File: config.mk
export PLATFORM = sky130hd
export DESIGN_NAME = kuf_ctrl
export DESIGN_NICKNAME = d
export VERILOG_FILES = /design/src/rtl/kuf_pkg.sv /design/src/rtl/kuf_ctrl.sv
export SDC_FILE = /design/constraint.sdc
export NUM_CORES = 1
export LEC_CHECK = 0
export BUFFER_PORTS_ARGS = -buffer_cell sky130_fd_sc_hd__buf_2
export CORE_AREA = 4 4 41 43
export CTS_BUF_LIST = sky130_fd_sc_hd__clkbuf_8
export CTS_CLUSTER_DIAMETER = 30
export DETAILED_ROUTE_END_ITERATION = 12
export DIE_AREA = 0 0 45 47
export HOLD_SLACK_MARGIN = 0.1
export PLACE_DENSITY = 0.54
export SLEW_MARGIN = 20
export SYNTH_ARGS = -nofsm -noshare
export SYNTH_HDL_FRONTEND = slang
export SYNTH_SLANG_ARGS = --single-unit
File: constraint.sdc
create_clock -name clk_i -period 3.4 [get_ports clk_i]
set_clock_uncertainty 0.2 [all_clocks]
set_input_delay 0.68 -clock clk_i [delete_from_list [all_inputs] [get_ports clk_i]]
set_output_delay 0.68 -clock clk_i [all_outputs]
set_load 0.02 [all_outputs]
File: src/rtl/kuf_pkg.sv
// Shared types and constants for the union-find spanning-tree edge filter.
// Used by kuf_ctrl, kuf_datapath and the top level kruskal_union_find_edge_filter.
package kuf_pkg;

  // Field widths
  localparam int unsigned VTX_W   = 11;
  localparam int unsigned WGT_W   = 16;
  // Epoch tag stored next to each parent entry; a wrap forces a clearing sweep
  localparam int unsigned EPOCH_W = 4;

  // Default forest capacity
  localparam int unsigned DEF_MAX_NODES = 1024;

  // Configuration port
  localparam int unsigned ADDR_W = 3;
  localparam int unsigned DATA_W = 32;
  localparam logic        REG_NODE_COUNT = 1'b0;
  localparam logic [VTX_W-1:0] NODE_COUNT_RST = 11'd1024;

  // One edge as it arrives
  typedef struct packed {
    logic             restart;
    logic [VTX_W-1:0] endpoint_a;
    logic [VTX_W-1:0] endpoint_b;
    logic [WGT_W-1:0] weight;
  } kuf_in_t;

  // One verdict as it leaves
  typedef struct packed {
    logic             accepted;
    logic [VTX_W-1:0] vertex_low;
    logic [VTX_W-1:0] vertex_high;
    logic [WGT_W-1:0] edge_weight;
    logic             tree_complete;
    logic             bad_endpoint;
  } kuf_out_t;

  // Read address source for the parent memory
  typedef enum logic [1:0] {
    RD_A,
    RD_B,
    RD_PARENT
  } kuf_rd_sel_e;

  // Controller to datapath
  typedef struct packed {
    logic        load_item;
    logic        check;
    logic        clear;
    logic        rd_en;
    kuf_rd_sel_e rd_sel;
    logic        cap_root;
    logic        link;
    logic        load_out;
  } kuf_cmd_t;

  // Datapath to controller
  typedef struct packed {
    logic clr_last;
    logic wrap;
    logic go;
    logic at_root;
  } kuf_sts_t;

endpackage

File: src/rtl/kuf_ctrl.sv
// Controller of the edge filter: sequences sweep, check, both root walks,
// link and result hand-off. Depends on kuf_pkg.
module kuf_ctrl
  import kuf_pkg::*;
(
  input  logic     clk_i,
  input  logic     rst_ni,
  input  logic     in_valid_i,
  output logic     in_stall_o,
  output logic     out_valid_o,
  input  logic     out_stall_i,
  input  kuf_sts_t sts_i,
  output kuf_cmd_t cmd_o
);

  typedef enum logic [2:0] {
    S_INIT_SWEEP,
    S_IDLE,
    S_CHECK,
    S_RESTART_SWEEP,
    S_DECIDE,
    S_WALK_A,
    S_WALK_B,
    S_FINISH
  } state_e;

  state_e state_q, state_d;
  logic   out_valid_q, out_valid_d;
  logic   out_free;

  assign out_free = !out_valid_q || !out_stall_i;

  // Commands and next state
  always_comb begin
    cmd_o        = '0;
    cmd_o.rd_sel = RD_PARENT;
    state_d      = state_q;
    out_valid_d  = out_valid_q && out_stall_i;
    unique case (state_q)
      S_INIT_SWEEP: begin
        cmd_o.clear = 1'b1;
        if (sts_i.clr_last) state_d = S_IDLE;
      end
      S_IDLE: begin
        cmd_o.load_item = in_valid_i;
        if (in_valid_i) state_d = S_CHECK;
      end
      S_CHECK: begin
        cmd_o.check = 1'b1;
        state_d     = sts_i.wrap ? S_RESTART_SWEEP : S_DECIDE;
      end
      S_RESTART_SWEEP: begin
        cmd_o.clear = 1'b1;
        if (sts_i.clr_last) state_d = S_DECIDE;
      end
      S_DECIDE: begin
        if (sts_i.go) begin
          cmd_o.rd_en  = 1'b1;
          cmd_o.rd_sel = RD_A;
          state_d      = S_WALK_A;
        end else begin
          state_d = S_FINISH;
        end
      end
      S_WALK_A: begin
        // Follow parent links; at the root, start the second walk
        cmd_o.rd_en = 1'b1;
        if (sts_i.at_root) begin
          cmd_o.cap_root = 1'b1;
          cmd_o.rd_sel   = RD_B;
          state_d        = S_WALK_B;
        end
      end
      S_WALK_B: begin
        if (sts_i.at_root) begin
          cmd_o.link = 1'b1;
          state_d    = S_FINISH;
        end else begin
          cmd_o.rd_en = 1'b1;
        end
      end
      S_FINISH: begin
        if (out_free) begin
          cmd_o.load_out = 1'b1;
          out_valid_d    = 1'b1;
          state_d        = S_IDLE;
        end
      end
      default: state_d = S_IDLE;
    endcase
  end

  // State and output valid
  always_ff @(posedge clk_i or negedge rst_ni) begin
    if (!rst_ni) begin
      state_q     <= S_INIT_SWEEP;
      out_valid_q <= 1'b0;
    end else begin
      state_q     <= state_d;
      out_valid_q <= out_valid_d;
    end
  end

  assign in_stall_o  = (state_q != S_IDLE);
  assign out_valid_o = out_valid_q;

endmodule
==> results.json <==
{
  "drtIter0Drc": 3,
  "cts.sinks": 4,
  "syn_to_final_growth_pct": 38.03,
  "yosysWarnings": 0,
  "wirelength_um": 849,
  "cts_made_buffers": 3,
  "hpwl_um": 631.7,
  "slew_viol_final": 0,
  "clock_latency_ns": 0.21,
  "initial_core_util_pct": 27.31,
  "dr.pass1.iters": 4,
  "worst_slew_pin_slew_ns": 0.4587,
  "grt_pass1_wl_um": 1380,
  "startpoint_type": "register",
  "status": "completed",
  "drc": 0,
  "rows": 13,
  "cts_resized": 0,
  "power_leakage_nw": 0.2447,
  "die_w_um": 45,
  "vias_per_cell": 4.873,
  "finalNetCount": 74,
  "portBuffers": 18,
  "vdd_drop_max_mv": 0.5332,
  "crit_required_ns": 2.52,
  "gr-total-overflow": 0,
  "synth_cells": 46,
  "place_congestion": 0.6895,
  "fin_tns_setup_ns": 0,
  "vias": 385,
  "maxCapViolations": 0,
  "ys_seq_elements": 4,
  "htreeDepth": 1,
  "hold_path.class": "reg -> reg",
  "grt_pass1_vias": 306,
  "synthArstFlopShare_pct": 100.0,
  "grtUsageTotal_pct": 8.882,
  "fillers": 157,
  "drive_gt1_share_pct": 32.81,
  "finalSetupViolCount": 0,
  "fin_crit_ns": 2.350,
  "diodes": 0,
  "avgSynthCellArea_um2": 7.725,
  "cp-end-kind": "primary output",
  "die_h_um": 47,
  "cp.arrival_ns": 1.47,
  "p_per_area_nw_per_um2": 993.7,
  "ctsLongestPathBuffers": 2,
  "hold_violations": 0,
  "cp_max_fo": 13,
  "synth_ff_type": "dfrtp_1",
  "tritoncts": "built",
  "syn-num-nets": 54,
  "rsz0062_at_grt": "no",
  "max_slew_margin_pct": 69.42,
  "synth_edf_count": 0,
  "syn_area_um2": 355.3,
  "grt_max_degree": 18,
  "ios": 19,
  "dieArea_um2": 2115,
  "core_um2": 1301,
  "period_share_pct": 69.11,
  "ant_nets": 0,
  "grt_antenna_before_repair": 0,
  "cts_root_buffer": "clkbuf_8",
  "whs_ns": 0.4686,
  "fmaxAchievable_mhz": 425.6,
  "ys_seq_area_share_pct": 28.17,
  "clk_pin_slew_ns": 0.03,
  "criticalPathCategory": "reg -> out",
  "routedWlPerCell_um": 10.75,
  "ys_types": 24
}
cells by family (layout without fill, tap and decap cells):
| logic type | Yosys count | count (layout) | share of synthesized area (%) |
|---|---|---|---|
| simple gates | 24 | 24 | 36.97 |
| compound gates | 11 | 11 | 20.77 |
| buf+inv | 5 | 23 | 8.096 |
| flops | 4 | 4 | 28.17 |
| mux | 2 | 2 | 5.986 |
critical path, stage by stage, from the launching register on:
cell and delay [ns]:
dfrtp_1 0.50, nand2b_1 0.27, or2_1 0.25, nor2_1 0.08, buf_2 0.16
registers in the layout (all words and copies together) (netlist names):
register     count
state_q          3
out_valid_o      1
per-layer routing:
layer,global-route usage (%),wire length [um],vias up
li1,-,-,200
met1,12.87,427,168
met2,12.43,336,17
met3,4.598,86,0
met4,0,0,0
met5,0,0,-
final timing paths:
check	start	to	slack, ns	cells after the start
min reg2reg	out_valid_o	out_valid_o	0.47	2
min	out_valid_o	out_valid_o	0.47	2
max	state_q[1]	cmd_o[8]	1.05	4
max in group asynchronous	rst_ni	state_q[2]	2.27	2
min in group asynchronous	rst_ni	state_q[1]	0.61	2
max reg2reg	state_q[1]	state_q[0]	1.92	3
cells in the final DEF (no fill, tap or decap), types with 2 or more instances in the layout:
cell type	instances
o22ai_1	3
nand2b_1	5
nand3_1	2
dfrtp_1	4
nand2_1	2
a21oi_1	3
buf_2	18
and2_1	2
clkbuf_8	3
nor2_1	6
nor2b_1	2
where the power goes:
part,switching [mW],internal [mW],total [mW],leakage (nW)
combinational,0.143,0.112,0.255,0.177
sequential,0.0645,0.0717,0.136,0.0465
clock,0.0210,0.0752,0.0962,0.0216
total,0.228,0.259,0.487,0.245
cells in the mapped netlist (2+ instances only):
cell | n | area share [%]
buf_2 | 2 | 2.8
nor2b_1 | 2 | 3.5
o22ai_1 | 3 | 5.3
dfrtp_1 | 4 | 28
nand2b_1 | 5 | 8.8
nor2_1 | 6 | 6.3
and2_1 | 2 | 3.5
nand2_1 | 2 | 2.1
nand3_1 | 2 | 2.8
buf_4 | 2 | 4.2
a21oi_1 | 3 | 4.2
final cells by class:
cell class | count | area (um^2) | area share, %
Multi-Input combinational cell | 37 | 226.5 | 46.17
Clock buffer | 3 | 41.29 | 8.418
Sequential cell | 4 | 100.1 | 20.41
Inverter | 1 | 3.754 | 0.7653
Tap cell | 15 | 18.77 | 3.827
Timing Repair Buffer | 19 | 100.1 | 20.41
through the flow:
step	cells	utilization [%]	area (um^2)	power, mW	worst slack [ns]
floorplan	46	-	355.3	0.3304	1.220
global placement	75	33.75	439.2	0.3945	1.203
detailed placement	75	33.75	439.2	0.3934	1.198
CTS	79	37.69	490.5	0.4946	1.037
global route	79	37.69	490.5	0.5277	0.9749
finish	79	37.69	490.5	0.4874	1.050
what timing repair did:
item                                   in CTS  in global routing
endpoints found under the hold margin       4                  0
hold buffers                                1                  0
setup buffers                               0                  0
(Power assumes the default switching activity.)
